==> config.mk <==
export PLATFORM = sky130hd
export DESIGN_NAME = string_literal_escape_decoder_top
export DESIGN_NICKNAME = d
export VERILOG_FILES = /design/src/rtl/sled_pkg.sv /design/src/rtl/string_literal_escape_decoder_top.sv /design/src/rtl/sled_decode.sv /design/src/rtl/sled_serial.sv
export SDC_FILE = /design/constraint.sdc
export NUM_CORES = 1
export LEC_CHECK = 0
export ABC_AREA = 1
export BUFFER_PORTS_ARGS = -buffer_cell sky130_fd_sc_hd__buf_4
export CAP_MARGIN = 20
export CORE_ASPECT_RATIO = 0.9
export CORE_MARGIN = 3
export CORE_UTILIZATION = 56
export CTS_CLUSTER_SIZE = 14
export DETAILED_ROUTE_END_ITERATION = 6
export GPL_TIMING_DRIVEN = 0
export PLACE_DENSITY_LB_ADDON = 0.05
export SLEW_MARGIN = 20
export SYNTH_ARGS = -nofsm -noshare
export SYNTH_HDL_FRONTEND = slang
export SYNTH_SLANG_ARGS = --single-unit
==> constraint.sdc <==
create_clock -name clk -period 3.31 [get_ports clk]
set_input_delay 0.662 -clock clk [delete_from_list [all_inputs] [get_ports clk]]
set_output_delay 0.662 -clock clk [all_outputs]
set_load 0.01 [all_outputs]
==> src/rtl/sled_pkg.sv <==
// Shared types, character codes and helpers for the string literal escape decoder.
package sled_pkg;

	localparam int unsigned MAX_RESULTS = 4;

	localparam logic [7:0] CH_NL    = 8'h0A;
	localparam logic [7:0] CH_CR    = 8'h0D;
	localparam logic [7:0] CH_TAB   = 8'h09;
	localparam logic [7:0] CH_BS    = 8'h5C;
	localparam logic [7:0] CH_SQ    = 8'h27;
	localparam logic [7:0] CH_DQ    = 8'h22;
	localparam logic [7:0] CH_LOW_R = 8'h72;
	localparam logic [7:0] CH_LOW_N = 8'h6E;
	localparam logic [7:0] CH_LOW_T = 8'h74;
	localparam logic [7:0] CH_LOW_X = 8'h78;
	localparam logic [7:0] CH_LOW_U = 8'h75;
	localparam logic [7:0] CH_UP_U  = 8'h55;

	localparam logic [3:0] DIGITS_BYTE = 4'd2;
	localparam logic [3:0] DIGITS_U4   = 4'd4;
	localparam logic [3:0] DIGITS_U8   = 4'd8;

	localparam logic [31:0] MAX_CODE_POINT = 32'h001F_FFFF;

	typedef enum logic [2:0] {
		PH_IDLE = 3'd0,
		PH_BODY = 3'd1,
		PH_ESC  = 3'd2,
		PH_HEX  = 3'd3
	} phase_t;

	typedef enum logic [1:0] {
		KIND_NONE = 2'd0,
		KIND_BYTE = 2'd1,
		KIND_U4   = 2'd2,
		KIND_U8   = 2'd3
	} hex_kind_t;

	typedef enum logic [2:0] {
		FIN_TERM        = 3'd0,
		FIN_NEWLINE     = 3'd1,
		FIN_EOI         = 3'd2,
		FIN_BAD_HEX     = 3'd3,
		FIN_HEX_SHORT   = 3'd4,
		FIN_WIDE_NARROW = 3'd5,
		FIN_CP_RANGE    = 3'd6
	} fin_code_t;

	typedef struct packed {
		logic [7:0] data_byte;
		logic       end_of_input;
		logic       utf8_literal;
	} in_t;

	typedef struct packed {
		logic [7:0] out_byte;
		logic       byte_valid;
		logic       finished;
		logic [2:0] finish_code;
		logic       last;
	} out_t;

	// All results of one request: up to four bytes, then an optional finish.
	typedef struct packed {
		logic [MAX_RESULTS-1:0][7:0] data;
		logic [2:0]                  nbytes;
		logic                        fin;
		fin_code_t                   code;
	} bundle_t;

	typedef struct packed {
		logic       ok;
		logic [3:0] val;
	} hex_digit_t;

	function automatic hex_digit_t hex_value(input logic [7:0] b);
		hex_digit_t r;
		r.ok  = 1'b1;
		r.val = 4'd0;
		if (b >= 8'h30 && b <= 8'h39) begin
			r.val = 4'(b - 8'h30);
		end else if (b >= 8'h41 && b <= 8'h46) begin
			r.val = 4'(b - 8'h37);
		end else if (b >= 8'h61 && b <= 8'h66) begin
			r.val = 4'(b - 8'h57);
		end else begin
			r.ok = 1'b0;
		end
		return r;
	endfunction

endpackage

==> src/rtl/string_literal_escape_decoder_top.sv <==
// Top level of the string literal escape decoder: input register, decoder, result register.
//
// Usage: feed the bytes of one quoted literal on the in channel, one request per
// byte, starting with the opening quote (it becomes the terminator and samples
// utf8_literal). Results come out on the out channel, one per request accepted
// there: decoded bytes, then at most one finish carrying its finish code; last
// marks the final result of each input request. Input bytes that yield nothing
// (opening quote, a backslash, hex digits before the final one) give no result.
// A request accepted into the input register is decoded and its bundle loaded into
// the result register, from which its results are offered. One input request per
// cycle is taken while every request yields at most one result and out_ready is high;
// a request yielding several results (UTF-8 sequences, a stray backslash) holds the
// result register until all are taken, and the input register backs up behind it.
// Reset: arst_n clears all state; the block waits for an opening byte.
// Stall: when out_ready is low the result register holds, then the input
// register fills and in_ready drops; nothing is lost or repeated.
module string_literal_escape_decoder_top (
	input  logic           clk,
	input  logic           arst_n,
	input  logic           in_valid,
	output logic           in_ready,
	input  sled_pkg::in_t  in_data,
	output logic           out_valid,
	input  logic           out_ready,
	output sled_pkg::out_t out_data
);
	import sled_pkg::*;

	in_t     item_s1;
	logic    item_valid_s1;
	logic    free;
	logic    go;
	logic    load;
	bundle_t bundle;

	// Advance the held request once the result register can take its bundle.
	assign go       = item_valid_s1 && free;
	assign in_ready = !item_valid_s1 || go;
	// Drop bundles that carry no result; only the state moves.
	assign load     = go && ((bundle.nbytes != 3'd0) || bundle.fin);

	always_ff @(posedge clk or negedge arst_n) begin
		if (!arst_n) begin
			item_valid_s1 <= 1'b0;
		end else if (in_valid && in_ready) begin
			item_valid_s1 <= 1'b1;
		end else if (go) begin
			item_valid_s1 <= 1'b0;
		end
	end

	// Hold the payload; capture a new request whenever one is accepted.
	always_ff @(posedge clk) begin
		if (in_valid && in_ready) begin
			item_s1 <= in_data;
		end
	end

	sled_decode u_decode (
		.clk    (clk),
		.arst_n (arst_n),
		.go     (go),
		.item   (item_s1),
		.bundle (bundle)
	);

	sled_serial u_serial (
		.clk       (clk),
		.arst_n    (arst_n),
		.load      (load),
		.bundle    (bundle),
		.free      (free),
		.out_valid (out_valid),
		.out_ready (out_ready),
		.out_data  (out_data)
	);

	// A bundle keeps presenting results until its last one is taken.
	a_bundle_continues: assert property (@(posedge clk) disable iff (!arst_n)
		out_valid && out_ready && !out_data.last |=> out_valid)
		else $error("result bundle cut short");

	// A finish is always the final result of its request.
	a_finish_last: assert property (@(posedge clk) disable iff (!arst_n)
		out_valid && out_data.finished |-> out_data.last && !out_data.byte_valid)
		else $error("finish not last or carries a byte");

	// Every result is either a byte or a finish.
	a_kind: assert property (@(posedge clk) disable iff (!arst_n)
		out_valid |-> (out_data.byte_valid != out_data.finished))
		else $error("result is neither byte nor finish");

	// An accepted request is held in the input register next cycle.
	a_capture: assert property (@(posedge clk) disable iff (!arst_n)
		in_valid && in_ready |=> item_valid_s1)
		else $error("accepted request lost");

endmodule

==> src/rtl/sled_decode.sv <==
// Literal state machine: decodes one request into its bundle of results.
module sled_decode (
	input  logic             clk,
	input  logic             arst_n,
	input  logic             go,
	input  sled_pkg::in_t    item,
	output sled_pkg::bundle_t bundle
);
	import sled_pkg::*;

	phase_t     phase_q, phase_n;
	logic [7:0] term_q, term_n;
	logic       wide_q, wide_n;
	logic [31:0] acc_q, acc_n;
	logic [3:0] left_q, left_n;
	hex_kind_t  kind_q, kind_n;

	logic [7:0] b;
	logic       eoi;
	logic       is_term;
	logic       is_nl;
	logic       is_bs;
	hex_digit_t hv;

	assign b       = item.data_byte;
	assign eoi     = item.end_of_input;
	assign is_term = (b == term_q);
	assign is_nl   = (b == CH_NL);
	assign is_bs   = (b == CH_BS);
	assign hv      = hex_value(b);

	always_ff @(posedge clk or negedge arst_n) begin
		if (!arst_n) begin
			phase_q <= PH_IDLE;
			term_q  <= '0;
			wide_q  <= 1'b0;
			acc_q   <= '0;
			left_q  <= '0;
			kind_q  <= KIND_NONE;
		end else if (go) begin
			phase_q <= phase_n;
			term_q  <= term_n;
			wide_q  <= wide_n;
			acc_q   <= acc_n;
			left_q  <= left_n;
			kind_q  <= kind_n;
		end
	end

	always_comb begin
		phase_n       = phase_q;
		term_n        = term_q;
		wide_n        = wide_q;
		acc_n         = acc_q;
		left_n        = left_q;
		kind_n        = kind_q;
		bundle.data   = '0;
		bundle.nbytes = 3'd0;
		bundle.fin    = 1'b0;
		bundle.code   = FIN_TERM;

		unique case (phase_q)
			PH_IDLE: begin
				if (!eoi) begin
					term_n  = b;
					wide_n  = item.utf8_literal;
					phase_n = PH_BODY;
				end
			end
			PH_BODY: begin
				priority if (eoi) begin
					bundle.fin  = 1'b1;
					bundle.code = FIN_EOI;
					phase_n     = PH_IDLE;
				end else if (is_term) begin
					bundle.fin  = 1'b1;
					bundle.code = FIN_TERM;
					phase_n     = PH_IDLE;
				end else if (is_nl) begin
					bundle.fin  = 1'b1;
					bundle.code = FIN_NEWLINE;
					phase_n     = PH_IDLE;
				end else if (is_bs) begin
					phase_n = PH_ESC;
				end else begin
					bundle.data[0] = b;
					bundle.nbytes  = 3'd1;
				end
			end
			PH_ESC: begin
				phase_n = PH_BODY;
				priority if (eoi) begin
					bundle.data[0] = CH_BS;
					bundle.nbytes  = 3'd1;
					bundle.fin     = 1'b1;
					bundle.code    = FIN_EOI;
					phase_n        = PH_IDLE;
				end else if (b == CH_LOW_R) begin
					bundle.data[0] = CH_CR;
					bundle.nbytes  = 3'd1;
				end else if (b == CH_LOW_N) begin
					bundle.data[0] = CH_NL;
					bundle.nbytes  = 3'd1;
				end else if (b == CH_LOW_T) begin
					bundle.data[0] = CH_TAB;
					bundle.nbytes  = 3'd1;
				end else if (b == CH_SQ || b == CH_DQ) begin
					bundle.data[0] = b;
					bundle.nbytes  = 3'd1;
				end else if (b == CH_LOW_X) begin
					kind_n  = KIND_BYTE;
					left_n  = DIGITS_BYTE;
					acc_n   = '0;
					phase_n = PH_HEX;
				end else if (b == CH_LOW_U || b == CH_UP_U) begin
					if (wide_q) begin
						kind_n  = (b == CH_LOW_U) ? KIND_U4 : KIND_U8;
						left_n  = (b == CH_LOW_U) ? DIGITS_U4 : DIGITS_U8;
						acc_n   = '0;
						phase_n = PH_HEX;
					end else begin
						bundle.fin  = 1'b1;
						bundle.code = FIN_WIDE_NARROW;
						phase_n     = PH_IDLE;
					end
				end else begin
					// Unknown escape: send the backslash, then treat the byte as body.
					bundle.data[0] = CH_BS;
					bundle.nbytes  = 3'd1;
					priority if (is_term) begin
						bundle.fin  = 1'b1;
						bundle.code = FIN_TERM;
						phase_n     = PH_IDLE;
					end else if (is_nl) begin
						bundle.fin  = 1'b1;
						bundle.code = FIN_NEWLINE;
						phase_n     = PH_IDLE;
					end else if (is_bs) begin
						phase_n = PH_ESC;
					end else begin
						bundle.data[1] = b;
						bundle.nbytes  = 3'd2;
					end
				end
			end
			PH_HEX: begin
				priority if (eoi) begin
					bundle.fin  = 1'b1;
					bundle.code = FIN_HEX_SHORT;
					phase_n     = PH_IDLE;
				end else if (!hv.ok) begin
					bundle.fin  = 1'b1;
					bundle.code = FIN_BAD_HEX;
					phase_n     = PH_IDLE;
				end else begin
					acc_n = {acc_q[27:0], hv.val};
					if (left_q != 4'd0) begin
						left_n = left_q - 4'd1;
					end
					if (left_n == 4'd0) begin
						phase_n = PH_BODY;
						priority if (kind_q == KIND_BYTE) begin
							bundle.data[0] = acc_n[7:0];
							bundle.nbytes  = 3'd1;
						end else if (acc_n > MAX_CODE_POINT) begin
							bundle.fin  = 1'b1;
							bundle.code = FIN_CP_RANGE;
							phase_n     = PH_IDLE;
						end else if (acc_n < 32'h0000_0080) begin
							bundle.data[0] = {1'b0, acc_n[6:0]};
							bundle.nbytes  = 3'd1;
						end else if (acc_n < 32'h0000_0800) begin
							bundle.data[0] = {3'b110, acc_n[10:6]};
							bundle.data[1] = {2'b10, acc_n[5:0]};
							bundle.nbytes  = 3'd2;
						end else if (acc_n < 32'h0001_0000) begin
							bundle.data[0] = {4'b1110, acc_n[15:12]};
							bundle.data[1] = {2'b10, acc_n[11:6]};
							bundle.data[2] = {2'b10, acc_n[5:0]};
							bundle.nbytes  = 3'd3;
						end else begin
							bundle.data[0] = {5'b11110, acc_n[20:18]};
							bundle.data[1] = {2'b10, acc_n[17:12]};
							bundle.data[2] = {2'b10, acc_n[11:6]};
							bundle.data[3] = {2'b10, acc_n[5:0]};
							bundle.nbytes  = 3'd4;
						end
					end
				end
			end
			default: begin
				phase_n = PH_IDLE;
			end
		endcase
	end

endmodule

==> src/rtl/sled_serial.sv <==
// Result register: holds one bundle and hands its results out one per cycle while out_ready is high.
module sled_serial (
	input  logic              clk,
	input  logic              arst_n,
	input  logic              load,
	input  sled_pkg::bundle_t bundle,
	output logic              free,
	output logic              out_valid,
	input  logic              out_ready,
	output sled_pkg::out_t    out_data
);
	import sled_pkg::*;

	bundle_t    bnd_q;
	logic       bnd_valid_q;
	logic [1:0] idx_q;
	logic [2:0] total;
	logic       is_last;
	logic       is_byte;
	logic       drain;

	assign total   = bnd_q.nbytes + {2'b00, bnd_q.fin};
	assign is_last = ({1'b0, idx_q} + 3'd1) == total;
	assign is_byte = {1'b0, idx_q} < bnd_q.nbytes;
	assign drain   = bnd_valid_q && out_ready && is_last;
	assign free    = !bnd_valid_q || drain;

	assign out_valid            = bnd_valid_q;
	assign out_data.out_byte    = is_byte ? bnd_q.data[idx_q] : 8'h00;
	assign out_data.byte_valid  = is_byte;
	assign out_data.finished    = !is_byte;
	assign out_data.finish_code = is_byte ? 3'd0 : 3'(bnd_q.code);
	assign out_data.last        = is_last;

	always_ff @(posedge clk or negedge arst_n) begin
		if (!arst_n) begin
			bnd_valid_q <= 1'b0;
			idx_q       <= '0;
		end else if (load) begin
			bnd_valid_q <= 1'b1;
			idx_q       <= '0;
		end else if (drain) begin
			bnd_valid_q <= 1'b0;
		end else if (bnd_valid_q && out_ready) begin
			idx_q <= idx_q + 2'd1;
		end
	end

	always_ff @(posedge clk) begin
		if (load) begin
			bnd_q <= bundle;
		end
	end

endmodule

==> results.cfg <==
[detailed_routing]
drtPass1Iterations = 6
detail_route.wl_per_cell_um = 17.6
via_per_inst = 5.86
ant_nets = 0
wl_um = 15400
route.detailed.drc = 0
via_count = 5147
drt_iter0_drc = 525

[placed_design]
dpl_worst_slack_ps = -212
gp_congestion = 0.929
port-buffer-count = 29
placed_cell_area_sq_um = 5910
dp_hpwl_um = 11800

[worst_setup_path]
worstPathRequired_ps = 3380
critPathTopFamily = simple AND/OR/NAND/NOR gates
crit_buf_inv = 3
cp-start-kind = register
cp.arrival_ps = 3200
crit_type = register to register
path_max_fanout = 37
slowest_stage = edfxtp_1
max_stage_delay_ps = 510
cp-end-kind = register
crit_chain = inv_2 > ha_1 > inv_1 > nand3_1 > nand4_2 > nand2_4 > nand2_2 > nor2_4 > nand2_1 > nor2_2 > nor2_1 > nand3_1 > nand2_1 > inv_8

[sta]
fin_skew_ps = 9.27
slew_viol_final = 0
layout_min_cycle_time_ps = 3130
period_share = 0.947
fmax_mhz = 319
relSlewSlack = 0.455
hold_violations = 0
setup_viol = 0
worst_slack_ps = 176
worst_pin_slew_ps = 807
rsz0062_at_grt = no
timing.setup.tns_ps = 0

[synthesis]
ys_seq_area_frac = 0.476
syn-instance-count = 710
yosys.area.top_type = edfxtp_1
yosys-top-cells-count = nand2_1, nor2_1, inv_1, o21ai_0, dfrtp_1
yosysMostFrequentCell = nand2_1
yosys_warnings = 0
ys_seq_elements = 96
synthesis.area_sq_um = 5540
synth.distinct_cells = 43
synth-async-reset-ratio = 0.510
synth_edf_count = 47
synth_ff_type = dfrtp_1
synth_area_leaders = edfxtp_1, dfrtp_1, nand2_1
syn-num-nets = 733
synth_top_area_share = 0.255
synth_area_per_cell_sq_um = 7.80

[floorplanning]
die_w_um = 111
die-area_sq_um = 11100
start_util = 0.591
coreArea_sq_um = 9370
row_count = 33
io_pins = 30
die_h_um = 100

[pwr]
seqPwrFrac = 0.337
pwr-share-comb = 0.523
switchingPower_mw = 2.76
clkPwrFrac = 0.141
intPower_mw = 3.03
power.density_nw_per_um2 = 944
vdd_drop_max_v = 0.000540
p_leak_nw = 2.78
swShare = 0.477
fin_total_pwr_mw = 5.79

[global_route]
grt_overflow_total = 0
antenna_found_initial = 0
gr-usage-met2 = 0.437
gr-usage-all-layers = 0.283
busiest_layer = met2
grt_pass1_wl_um = 24700
grt_pass1_vias = 4746
grt_max_degree = 50
use_met1 = 0.410
met3_usage = 0.0536

[cts]
cts_tree = done
clock_latency_ps = 380
cts_inserted_buffers = 9
cts_hold_buf = 0
cts.clk_slew.worst_paths_ps = 100
clock_path_buffers = 2
cts_sinks = 96
htreeDepth = 3
root_buffer = clkbuf_8

[final_layout]
post-route-util = 0.654
syn2layout_area_growth_pct = 10.7
diodes = 0
design_area_sq_um = 6130
drive_gt1_frac = 0.106
nNetsFinal = 774

[run]
maxCapViolations = 0

[outcome]
status = finished, final reports clean

[hold_path]
hp-class = input port to asynchronous set/reset pin
[worst register-to-register path, cell delays in order, from the launching register on]
cell and delay, ps:
edfxtp_1 510, inv_2 180, ha_1 240, inv_1 70
nand3_1 80, nand4_2 190, nand2_4 220, nand2_2 110
nor2_4 200, nand2_1 150, nor2_2 200, nor2_1 80
nand3_1 150, nand2_1 170, inv_8 250
[cells by family after synthesis]
logic type                 Yosys count  share of synthesized area
DFF                                 96                      0.476
adders and majority gates            9                     0.0203
muxes                                6                     0.0111
xor gates and xnor gates             8                     0.0127
buffers and inverters              108                     0.0788
AOI/OAI and AO/OA                  139                      0.143
and+or+nand+nor                    344                      0.258
[state kept, by name (all words and copies together) (netlist names)]
register            flops
item_valid_s1           1
u_serial.idx_q          2
u_serial.bnd_q         37
u_decode.wide_q         1
u_decode.acc_q         28
item_s1                10
u_decode.kind_q         2
u_decode.phase_q        2
u_decode.left_q         4
u_serial.out_valid      1
u_decode.term_q         8
[timing repair]
action / 4_1_cts / 5_1_grt
setup buffers: 0 / 1
hold endpoints to repair: 0 / 0
setup endpoints to repair: 37 / 37
gates resized for setup: 2 / 6
[per-stage QoR]
stage               instances  hold slack [ps]
floorplan                 710              366
global placement          861              467
detailed placement        861              475
CTS                       877              325
global route              878              345
finish                    878              305
[cell type report]
type,count,area (sq um)
Fill cell,810,3240
Timing Repair Buffer,30,225
Multi-Input combinational cell,506,2470
Tap cell,122,153
Clock inverter,6,73.8
Sequential cell,96,2640
Inverter,89,342
Buffer,19,103
Clock buffer,10,128
[layout by cell type, fill, tap and decap left out, types with 3 or more instances in the layout]
cell type  instances
edfxtp_1          47
xor2_1             3
nor2_2             6
nand2_1          182
nand3_2            3
nand3_1           37
o21ai_0           64
clkbuf_1          10
o211ai_1           5
ha_1               9
inv_2              8
o32ai_1            6
o22ai_1            9
o221ai_1           3
buf_4             35
buf_2              4
nor2_1            96
nand4_1            5
clkbuf_8           9
inv_1             79
xnor2_1            5
mux2i_1            5
a21oi_1           28
dfrtp_1           49
o21ai_1           13
nor3_1             6
[power by group through the flow]
| stage | sequential (mW) | combinational [mW] | clock [mW] |
|---|---|---|---|
| final | 1.95 | 3.03 | 0.814 |
| after global routing | 1.98 | 3.36 | 0.868 |
| after CTS | 1.94 | 2.96 | 0.821 |
| after detailed placement | 1.97 | 2.95 | 0 |
| after global placement | 1.95 | 2.85 | 0 |
| after floorplan | 1.87 | 2.06 | 0 |
[final timing paths]
check	endpoint	cells after the start	slack (ps)	from
max in group asynchronous	u_decode.term_q[6]	1	2580	arst_n
worst min register to register	u_decode.kind_q[1]	2	500	u_decode.kind_q[1]
worst min-delay path	u_decode.acc_q[17]	1	300	arst_n
worst max-delay path	u_serial.bnd_q[14]	14	180	item_s1[3]
min in group clk	item_s1[6]	1	450	in_data[6]
worst max register to register	u_serial.bnd_q[14]	14	180	item_s1[3]
[layer usage]
layer	wire (um)	up-vias
met4	229	0
met3	1290	27
met5	0	-
met2	7060	232
li1	-	2431
met1	6850	2457
Note: power is estimated with default switching activity, not from simulation.
